===== src/rtl/core/plist_pkg.sv =====
// ----------------------------------------------------------------------------
// plist_pkg
// Shared codes and control types for the positional list engine.
// ----------------------------------------------------------------------------
package plist_pkg;

    localparam int unsigned MODE_W     = 2;
    localparam int unsigned POSITION_W = 6;
    localparam int unsigned DATA_W     = 32;
    localparam int unsigned LENGTH_W   = 6;

    localparam logic [MODE_W-1:0] MODE_CLEAR  = 2'd0;
    localparam logic [MODE_W-1:0] MODE_GET    = 2'd1;
    localparam logic [MODE_W-1:0] MODE_INSERT = 2'd2;
    localparam logic [MODE_W-1:0] MODE_DELETE = 2'd3;

    // Commands from the controller to the datapath
    typedef struct packed {
        logic load;     // capture the incoming request
        logic execute;  // perform the request and load the result register
    } ctrl_cmd_t;

endpackage


===== src/rtl/core/plist_if.sv =====
// ----------------------------------------------------------------------------
// plist_req_if / plist_rsp_if
// Valid/ready channels for list requests and list results.
// ----------------------------------------------------------------------------
interface plist_req_if;
    logic                                 valid;
    logic                                 ready;
    logic [plist_pkg::MODE_W-1:0]         mode;
    logic [plist_pkg::POSITION_W-1:0]     position;
    logic signed [plist_pkg::DATA_W-1:0]  value;

    modport source (output valid, output mode, output position, output value, input ready);
    modport sink   (input valid, input mode, input position, input value, output ready);
endinterface

interface plist_rsp_if;
    logic                                 valid;
    logic                                 ready;
    logic                                 status;
    logic signed [plist_pkg::DATA_W-1:0]  element;
    logic [plist_pkg::LENGTH_W-1:0]       length;

    modport source (output valid, output status, output element, output length, input ready);
    modport sink   (input valid, input status, input element, input length, output ready);
endinterface


===== src/rtl/core/plist_ctrl.sv =====
// ----------------------------------------------------------------------------
// plist_ctrl
// Request sequencer: capture, execute, hand the item to the result register.
// ----------------------------------------------------------------------------
module plist_ctrl
(
    input  logic                  clk,
    input  logic                  rst_n,
    input  logic                  in_valid,
    output logic                  in_ready,
    output logic                  out_valid,
    input  logic                  out_ready,
    output plist_pkg::ctrl_cmd_t  cmd
);

    typedef enum logic [0:0] {
        S_IDLE,
        S_EXEC
    } state_t;

    state_t state_reg, state_next;
    logic   out_valid_reg, out_valid_next;
    logic   slot_free;

    // Result register can take a new item when empty or being drained
    assign slot_free = !out_valid_reg || out_ready;

    assign in_ready    = (state_reg == S_IDLE);
    assign cmd.load    = in_valid && in_ready;
    assign cmd.execute = (state_reg == S_EXEC) && slot_free;
    assign out_valid   = out_valid_reg;

    always_comb
    begin
        state_next     = state_reg;
        out_valid_next = out_valid_reg && !out_ready;
        unique case (state_reg)
            S_IDLE:
            begin
                if (cmd.load)
                begin
                    state_next = S_EXEC;
                end
            end
            S_EXEC:
            begin
                if (slot_free)
                begin
                    state_next     = S_IDLE;
                    out_valid_next = 1'b1;
                end
            end
            default:
            begin
                state_next = S_IDLE;
            end
        endcase
    end

    always_ff @(posedge clk or negedge rst_n)
    begin
        if (!rst_n)
        begin
            state_reg     <= S_IDLE;
            out_valid_reg <= 1'b0;
        end
        else
        begin
            state_reg     <= state_next;
            out_valid_reg <= out_valid_next;
        end
    end

    a_load_to_exec: assert property (@(posedge clk) disable iff (!rst_n)
        cmd.load |=> (state_reg == S_EXEC))
        else $error("accepted item did not move to execute");

    a_exec_sets_valid: assert property (@(posedge clk) disable iff (!rst_n)
        cmd.execute |=> (out_valid_reg && state_reg == S_IDLE))
        else $error("executed item not presented as result");

    a_stall_holds: assert property (@(posedge clk) disable iff (!rst_n)
        (state_reg == S_EXEC && !slot_free) |=> (state_reg == S_EXEC && out_valid_reg))
        else $error("execute left while result register was blocked");

endmodule


===== src/rtl/core/plist_dp.sv =====
// ----------------------------------------------------------------------------
// plist_dp
// Element row, length counter, request and result registers.
// ----------------------------------------------------------------------------
module plist_dp
#(
    parameter int unsigned CAPACITY = 32
)
(
    input  logic                                  clk,
    input  logic                                  rst_n,
    input  plist_pkg::ctrl_cmd_t                  cmd,
    input  logic [plist_pkg::MODE_W-1:0]          in_mode,
    input  logic [plist_pkg::POSITION_W-1:0]      in_position,
    input  logic signed [plist_pkg::DATA_W-1:0]   in_value,
    output logic                                  out_status,
    output logic signed [plist_pkg::DATA_W-1:0]   out_element,
    output logic [plist_pkg::LENGTH_W-1:0]        out_length
);

    localparam int unsigned LW = $clog2(CAPACITY + 1);
    localparam int unsigned IW = $clog2(CAPACITY);
    localparam int unsigned CW = ((LW > plist_pkg::POSITION_W) ? LW : plist_pkg::POSITION_W) + 1;

    logic [plist_pkg::MODE_W-1:0]         req_mode_reg;
    logic [plist_pkg::POSITION_W-1:0]     req_pos_reg;
    logic signed [plist_pkg::DATA_W-1:0]  req_value_reg;

    logic [LW-1:0]                        len_reg;
    logic signed [plist_pkg::DATA_W-1:0]  row_reg  [CAPACITY];
    logic signed [plist_pkg::DATA_W-1:0]  row_next [CAPACITY];
    logic signed [plist_pkg::DATA_W-1:0]  below    [CAPACITY];
    logic signed [plist_pkg::DATA_W-1:0]  above    [CAPACITY];

    logic                                 status_reg;
    logic signed [plist_pkg::DATA_W-1:0]  element_reg;
    logic [plist_pkg::LENGTH_W-1:0]       length_reg;

    logic [CW-1:0]                        pos_w, len_w, pidx_w, len_next_w;
    logic                                 pos_nz, in_range, ins_ok, ok;
    logic                                 do_insert, do_delete;
    logic signed [plist_pkg::DATA_W-1:0]  rd_data, elem_next;

    // Capture request
    always_ff @(posedge clk)
    begin
        if (cmd.load)
        begin
            req_mode_reg  <= in_mode;
            req_pos_reg   <= in_position;
            req_value_reg <= in_value;
        end
    end

    assign pos_w    = CW'(req_pos_reg);
    assign len_w    = CW'(len_reg);
    assign pidx_w   = pos_w - CW'(1);
    assign pos_nz   = (req_pos_reg != '0);
    assign in_range = pos_nz && (pos_w <= len_w);
    assign ins_ok   = pos_nz && (pos_w <= len_w + CW'(1)) && (len_w < CW'(CAPACITY));
    assign rd_data  = row_reg[pidx_w[IW-1:0]];

    always_comb
    begin
        ok         = 1'b1;
        elem_next  = '0;
        len_next_w = len_w;
        do_insert  = 1'b0;
        do_delete  = 1'b0;
        unique case (req_mode_reg)
            plist_pkg::MODE_CLEAR:
            begin
                len_next_w = '0;
            end
            plist_pkg::MODE_GET:
            begin
                ok = in_range;
                if (in_range)
                begin
                    elem_next = rd_data;
                end
            end
            plist_pkg::MODE_INSERT:
            begin
                ok        = ins_ok;
                do_insert = ins_ok;
                if (ins_ok)
                begin
                    len_next_w = len_w + CW'(1);
                end
            end
            plist_pkg::MODE_DELETE:
            begin
                ok        = in_range;
                do_delete = in_range;
                if (in_range)
                begin
                    elem_next  = rd_data;
                    len_next_w = len_w - CW'(1);
                end
            end
            default:
            begin
                ok = 1'b1;
            end
        endcase
    end

    // Neighbor taps; entries past the length are don't-care
    for (genvar i = 0; i < CAPACITY; i++)
    begin : g_row
        if (i == 0)
        begin : g_first
            assign below[i] = row_reg[i];
        end
        else
        begin : g_mid
            assign below[i] = row_reg[i-1];
        end
        if (i == CAPACITY - 1)
        begin : g_last
            assign above[i] = row_reg[i];
        end
        else
        begin : g_inner
            assign above[i] = row_reg[i+1];
        end
    end

    always_comb
    begin
        for (int i = 0; i < CAPACITY; i++)
        begin
            row_next[i] = row_reg[i];
            if (do_insert)
            begin
                if (CW'(i) == pidx_w)
                begin
                    row_next[i] = req_value_reg;
                end
                else if (CW'(i) > pidx_w)
                begin
                    row_next[i] = below[i];
                end
            end
            else if (do_delete && (CW'(i) >= pidx_w))
            begin
                row_next[i] = above[i];
            end
        end
    end

    always_ff @(posedge clk)
    begin
        if (cmd.execute)
        begin
            row_reg     <= row_next;
            status_reg  <= !ok;
            element_reg <= elem_next;
            length_reg  <= len_next_w[plist_pkg::LENGTH_W-1:0];
        end
    end

    always_ff @(posedge clk or negedge rst_n)
    begin
        if (!rst_n)
        begin
            len_reg <= '0;
        end
        else if (cmd.execute)
        begin
            len_reg <= len_next_w[LW-1:0];
        end
    end

    assign out_status  = status_reg;
    assign out_element = element_reg;
    assign out_length  = length_reg;

    a_len_bound: assert property (@(posedge clk) disable iff (!rst_n)
        CW'(len_reg) <= CW'(CAPACITY))
        else $error("list length beyond capacity");

endmodule


===== src/rtl/core/positional_list_engine.sv =====
// ----------------------------------------------------------------------------
// positional_list_engine
// Ordered list of signed 32-bit elements with positional get/insert/delete.
// ----------------------------------------------------------------------------
// Each request item carries a mode (clear, get, insert, delete), a 1-based
// position and a value. One result item comes back per request with an error
// flag, the element read or removed (zero otherwise) and the list length after
// the request, modulo 64. Elements live in a row of CAPACITY registers that
// shift in parallel, so an insert or delete anywhere in the list is done in
// the execute step. Each item is captured in the request registers, then
// executed, loading the result register; the next request is taken the
// cycle after execute, while the previous result may still wait at the output.
// If the result register is still held by the sink, execute waits for it.
// Other than for clear, a position of zero or past the length (length+1 for
// insert), or an insert into a full list, errors and leaves the list intact.
// ----------------------------------------------------------------------------
module positional_list_engine
#(
    parameter int unsigned CAPACITY = 32
)
(
    input  logic              clk,
    input  logic              rst_n,
    plist_req_if.sink         req,
    plist_rsp_if.source       rsp
);

    plist_pkg::ctrl_cmd_t cmd;

    // Sequencer: accept, execute, present
    plist_ctrl u_ctrl
    (
        .clk       (clk),
        .rst_n     (rst_n),
        .in_valid  (req.valid),
        .in_ready  (req.ready),
        .out_valid (rsp.valid),
        .out_ready (rsp.ready),
        .cmd       (cmd)
    );

    // Element row, length and result payload
    plist_dp #(
        .CAPACITY (CAPACITY)
    ) u_dp
    (
        .clk         (clk),
        .rst_n       (rst_n),
        .cmd         (cmd),
        .in_mode     (req.mode),
        .in_position (req.position),
        .in_value    (req.value),
        .out_status  (rsp.status),
        .out_element (rsp.element),
        .out_length  (rsp.length)
    );

endmodule

===== src/flat_wrapper.sv =====
// flat-port wrapper written by rule: the top's interface ports become plain ports
module positional_list_engine_flat 
#(
    parameter int unsigned CAPACITY = 32
)
  (clk, rst_n, req_valid, req_mode, req_position, req_value, req_ready, rsp_valid, rsp_status, rsp_element, rsp_length, rsp_ready);
  plist_req_if req_i ();
  plist_rsp_if rsp_i ();
  input  logic clk;
  input  logic rst_n;
  input wire logic [$bits(req_i.valid)-1:0] req_valid;
  input wire logic [$bits(req_i.mode)-1:0] req_mode;
  input wire logic [$bits(req_i.position)-1:0] req_position;
  input wire logic [$bits(req_i.value)-1:0] req_value;
  output wire logic [$bits(req_i.ready)-1:0] req_ready;
  output wire logic [$bits(rsp_i.valid)-1:0] rsp_valid;
  output wire logic [$bits(rsp_i.status)-1:0] rsp_status;
  output wire logic [$bits(rsp_i.element)-1:0] rsp_element;
  output wire logic [$bits(rsp_i.length)-1:0] rsp_length;
  input wire logic [$bits(rsp_i.ready)-1:0] rsp_ready;
  assign req_i.valid = req_valid;
  assign req_i.mode = req_mode;
  assign req_i.position = req_position;
  assign req_i.value = req_value;
  assign req_ready = req_i.ready;
  assign rsp_valid = rsp_i.valid;
  assign rsp_status = rsp_i.status;
  assign rsp_element = rsp_i.element;
  assign rsp_length = rsp_i.length;
  assign rsp_i.ready = rsp_ready;
  positional_list_engine #(.CAPACITY(CAPACITY)) u_core (.clk(clk), .rst_n(rst_n), .req(req_i), .rsp(rsp_i));
endmodule

===== config.mk =====
export PLATFORM = sky130hd
export DESIGN_NAME = positional_list_engine_flat
export DESIGN_NICKNAME = d
export VERILOG_FILES = /design/src/rtl/core/plist_pkg.sv /design/src/rtl/core/plist_if.sv /design/src/rtl/core/plist_ctrl.sv /design/src/rtl/core/plist_dp.sv /design/src/rtl/core/positional_list_engine.sv /design/src/flat_wrapper.sv
export SDC_FILE = /design/constraint.sdc
export NUM_CORES = 2
export LEC_CHECK = 0
export BUFFER_PORTS_ARGS = -buffer_cell sky130_fd_sc_hd__clkbuf_2
export CAP_MARGIN = 20
export CORE_ASPECT_RATIO = 1.5
export CORE_MARGIN = 2
export CORE_UTILIZATION = 28
export DETAILED_ROUTE_END_ITERATION = 6
export PLACE_DENSITY = 0.41
export SLEW_MARGIN = 20
export SYNTH_ARGS = -nofsm -noshare
export SYNTH_HDL_FRONTEND = slang
export SYNTH_HIERARCHICAL = 1
export SYNTH_SLANG_ARGS = --single-unit

===== constraint.sdc =====
create_clock -name clk -period 10.6 [get_ports clk]
set_input_delay 0.53 -clock clk [delete_from_list [all_inputs] [get_ports clk]]
set_output_delay 0.53 -clock clk [all_outputs]
set_load 0.01 [all_outputs]

==> impl_metrics.json <==
{
  "period_minus_slack_ns": 5.33,
  "end_kind": "register",
  "rsz0062_at_grt": "no",
  "area_growth_pct": 12.2,
  "status": "finished clean",
  "synth_area_leader_cell": "edfxtp_1",
  "cts_tree": "yes",
  "reg2reg_from": "u_core/u_dp/len_reg[0]",
  "critical_path_class": "register to register",
  "die_w_um": 394,
  "drcViolationCount": 0,
  "die_area_mm2": 0.232,
  "synth_nets": 5482,
  "synth-seq-cells": 1111,
  "yosys-top-cells-area": "edfxtp_1 52%, mux2i_1 16%, mux4_2 10%",
  "finalNonFillerCells": 8407,
  "wl_per_cell_um": 27.8,
  "synthTopCellsByCount": "1172 x nand2_1, 1103 x edfxtp_1, 995 x mux2i_1",
  "critPathLaunchType": "register",
  "drt_iter0_markers": 4187,
  "async_flop_share": 0.00720,
  "cts_root_buffer": "clkbuf_16",
  "rr_worst_depth": 12,
  "vias": 43800,
  "cellLeakagePower_nw": 27.6,
  "timing.fmax_mhz": 188,
  "final_layout_size_suffix_gt1_frac": 0.144,
  "largest_reg_flops": 992,
  "worstSetupStartpoint": "u_core/u_dp/len_reg[0]",
  "ys_types": 72,
  "final_nets": 5345,
  "nFillCells": 23000,
  "min_path_type": "input port to register",
  "yosys_most_used_dff": "edfxtp_1",
  "die_h_um": 589,
  "cp_data_arrival_time_ns": 5.77,
  "ctsResizeCount": 0,
  "htreeDepth": 3,
  "placedCellCount": 8147,
  "port_buffers": 84,
  "grt_remaining_overflow": 0,
  "grt_pass1_wl_mm": 336,
  "drt-total-wl_mm": 234,
  "path_max_fanout": 229,
  "max-cap-violations": 0,
  "ys_warn_count": 6,
  "fin_setup_tns_ns": 0,
  "yosysSeqAreaShare": 0.521,
  "slew_headroom": 0.206,
  "clk_pin_slew_ns": 0.07,
  "cts_buffers": 119,
  "synth_top_area_frac": 0.518,
  "antenna_found_initial": 15,
  "slew_viol_final": 0,
  "fin_crit_sh": 0.503,
  "p_total_mw": 11.3,
  "postRouteAntennaNets": 0,
  "track_usage": 0.197,
  "finalWeightedCongestion": 0.815,
  "grt_max_degree": 267,
  "synth-edff-count": 1103,
  "syn_area_per_cell_um2": 11.8,
  "clock_path_buffers": 3,
  "irDropWorstVdd_mv": 0.147,
  "hpwl_mm": 144,
  "crit_slowest_cell": "buf_4",
  "num_io_pins": 85,
  "fin_hold_ws_ns": 0.0497,
  "core_mm2": 0.227,
  "synth_most_common_cell": "nand2_1",
  "setup_violations": 0,
  "grt_pass1_vias": 43900,
  "utilization": 0.316,
  "dr.pass1.iters": 5,
  "row_count": 214,
  "worstSkewPairLatency_ns": 0.77,
  "hold_start": "req_value[8]",
  "clock_sinks": 1111,
  "power_density_mw_per_mm2": 158,
  "worst_pin_slew_ns": 1.19,
  "cp.required_ns": 11.04,
  "initial_core_util": 0.282,
  "syn_inst": 5420,
  "hold_depth": 1,
  "via_per_inst": 5.21,
  "max_stage_delay_ns": 0.94,
  "hold_viol": 0,
  "worstPathCellList": "inv_1 -> nor3_1 -> nand3_1 -> xnor2_1 -> ha_1 -> and3_1 -> a21boi_0 -> o21ai_1 -> nand3_4 -> buf_12 -> buf_4 -> o21ai_0",
  "finClkSkew_ns": 0.0404,
  "mappedNetlistArea_mm2": 0.0639
}
report_power, final:
part,total (mW),internal [mW],switching (mW)
clock network,4.24,2.31,1.93
logic,1.95,0.641,1.31
registers,5.13,5.03,0.101
critical path, delay by kind of cell (launching register included):
kind,cells,cell delay (ns)
XOR/XNOR,1,0.16
buffers and inverters,3,1.67
AND/OR/NAND/NOR,4,1.28
adder cells (fa/ha/maj),1,0.31
AO/OA/AOI/OAI,3,0.80
flip-flops,1,0.46
through the flow:
step,worst slack (ns),cell area [um^2]
global placement,5.46,67600
floorplan,3.93,63900
global route,4.83,71700
detailed placement,5.39,67600
finish,5.27,71700
CTS,5.39,71700
area by class of cell:
cell class | instances | area, um^2 | area share
repair buffers | 264 | 2010 | 0.0281
inverters | 19 | 71.3 | 0.000995
multi-input cells | 3768 | 28800 | 0.401
clock inverters | 69 | 594 | 0.00829
clock buffers | 150 | 3140 | 0.0437
flip-flops and latches | 1111 | 33300 | 0.465
diodes | 2 | 5.00 | 0.0000698
well taps | 3024 | 3780 | 0.0528
per-layer routing:
metal | global-route usage | vias up | wire (um)
met5 | 0 | - | 0
met1 | 0.259 | 22500 | 102000
li1 | - | 20000 | -
met2 | 0.344 | 1093 | 117000
met3 | 0.0184 | 257 | 8760
met4 | 0.0499 | 0 | 5680
placed cells by master (no fill, tap or decap), types with 28 or more instances in the layout:
cell type      count
mux2i_1          995
nand2_1         1164
clkbuf_1          29
a21oi_1           32
edfxtp_1        1103
dlygate4sd3_1     39
o21ai_1          293
o21ai_0          679
buf_4            129
nor2_1            28
mux4_2           286
clkinv_1          35
clkbuf_16        121
clkbuf_2          84
repair_timing:
action                                 4_1_cts  5_1_grt
hold buffers                                39        0
setup buffers                                0        0
endpoints found under the hold margin       46        0
final timing paths:
kind                            slack [ns]                           end
max in group asynchronous            10.18       u_core/u_ctrl/out_valid
worst max register to register        5.27        u_core/u_dp/above[968]
worst max-delay path                  5.27        u_core/u_dp/above[968]
worst min register to register        0.54       u_core/u_ctrl/out_valid
min in group asynchronous             0.20        u_core/u_dp/len_reg[3]
worst min-delay path                  0.05  u_core/u_dp/req_value_reg[8]
cells by family (layout without fill, tap and decap cells):
group                      after synthesis  count (layout)  synth area share
muxes                                 1314            1314             0.262
xor gates and xnor gates                 9               9           0.00135
other                                    0               2                 0
adders and majority gates               18              18           0.00352
buffers and inverters                  541             502            0.0375
AOI/OAI and AO/OA                     1124            1124            0.0934
and+or+nand+nor                       1303            1303            0.0804
DFF                                   1111            1111             0.521
No activity file was read; power rests on OpenSTA's default activity.
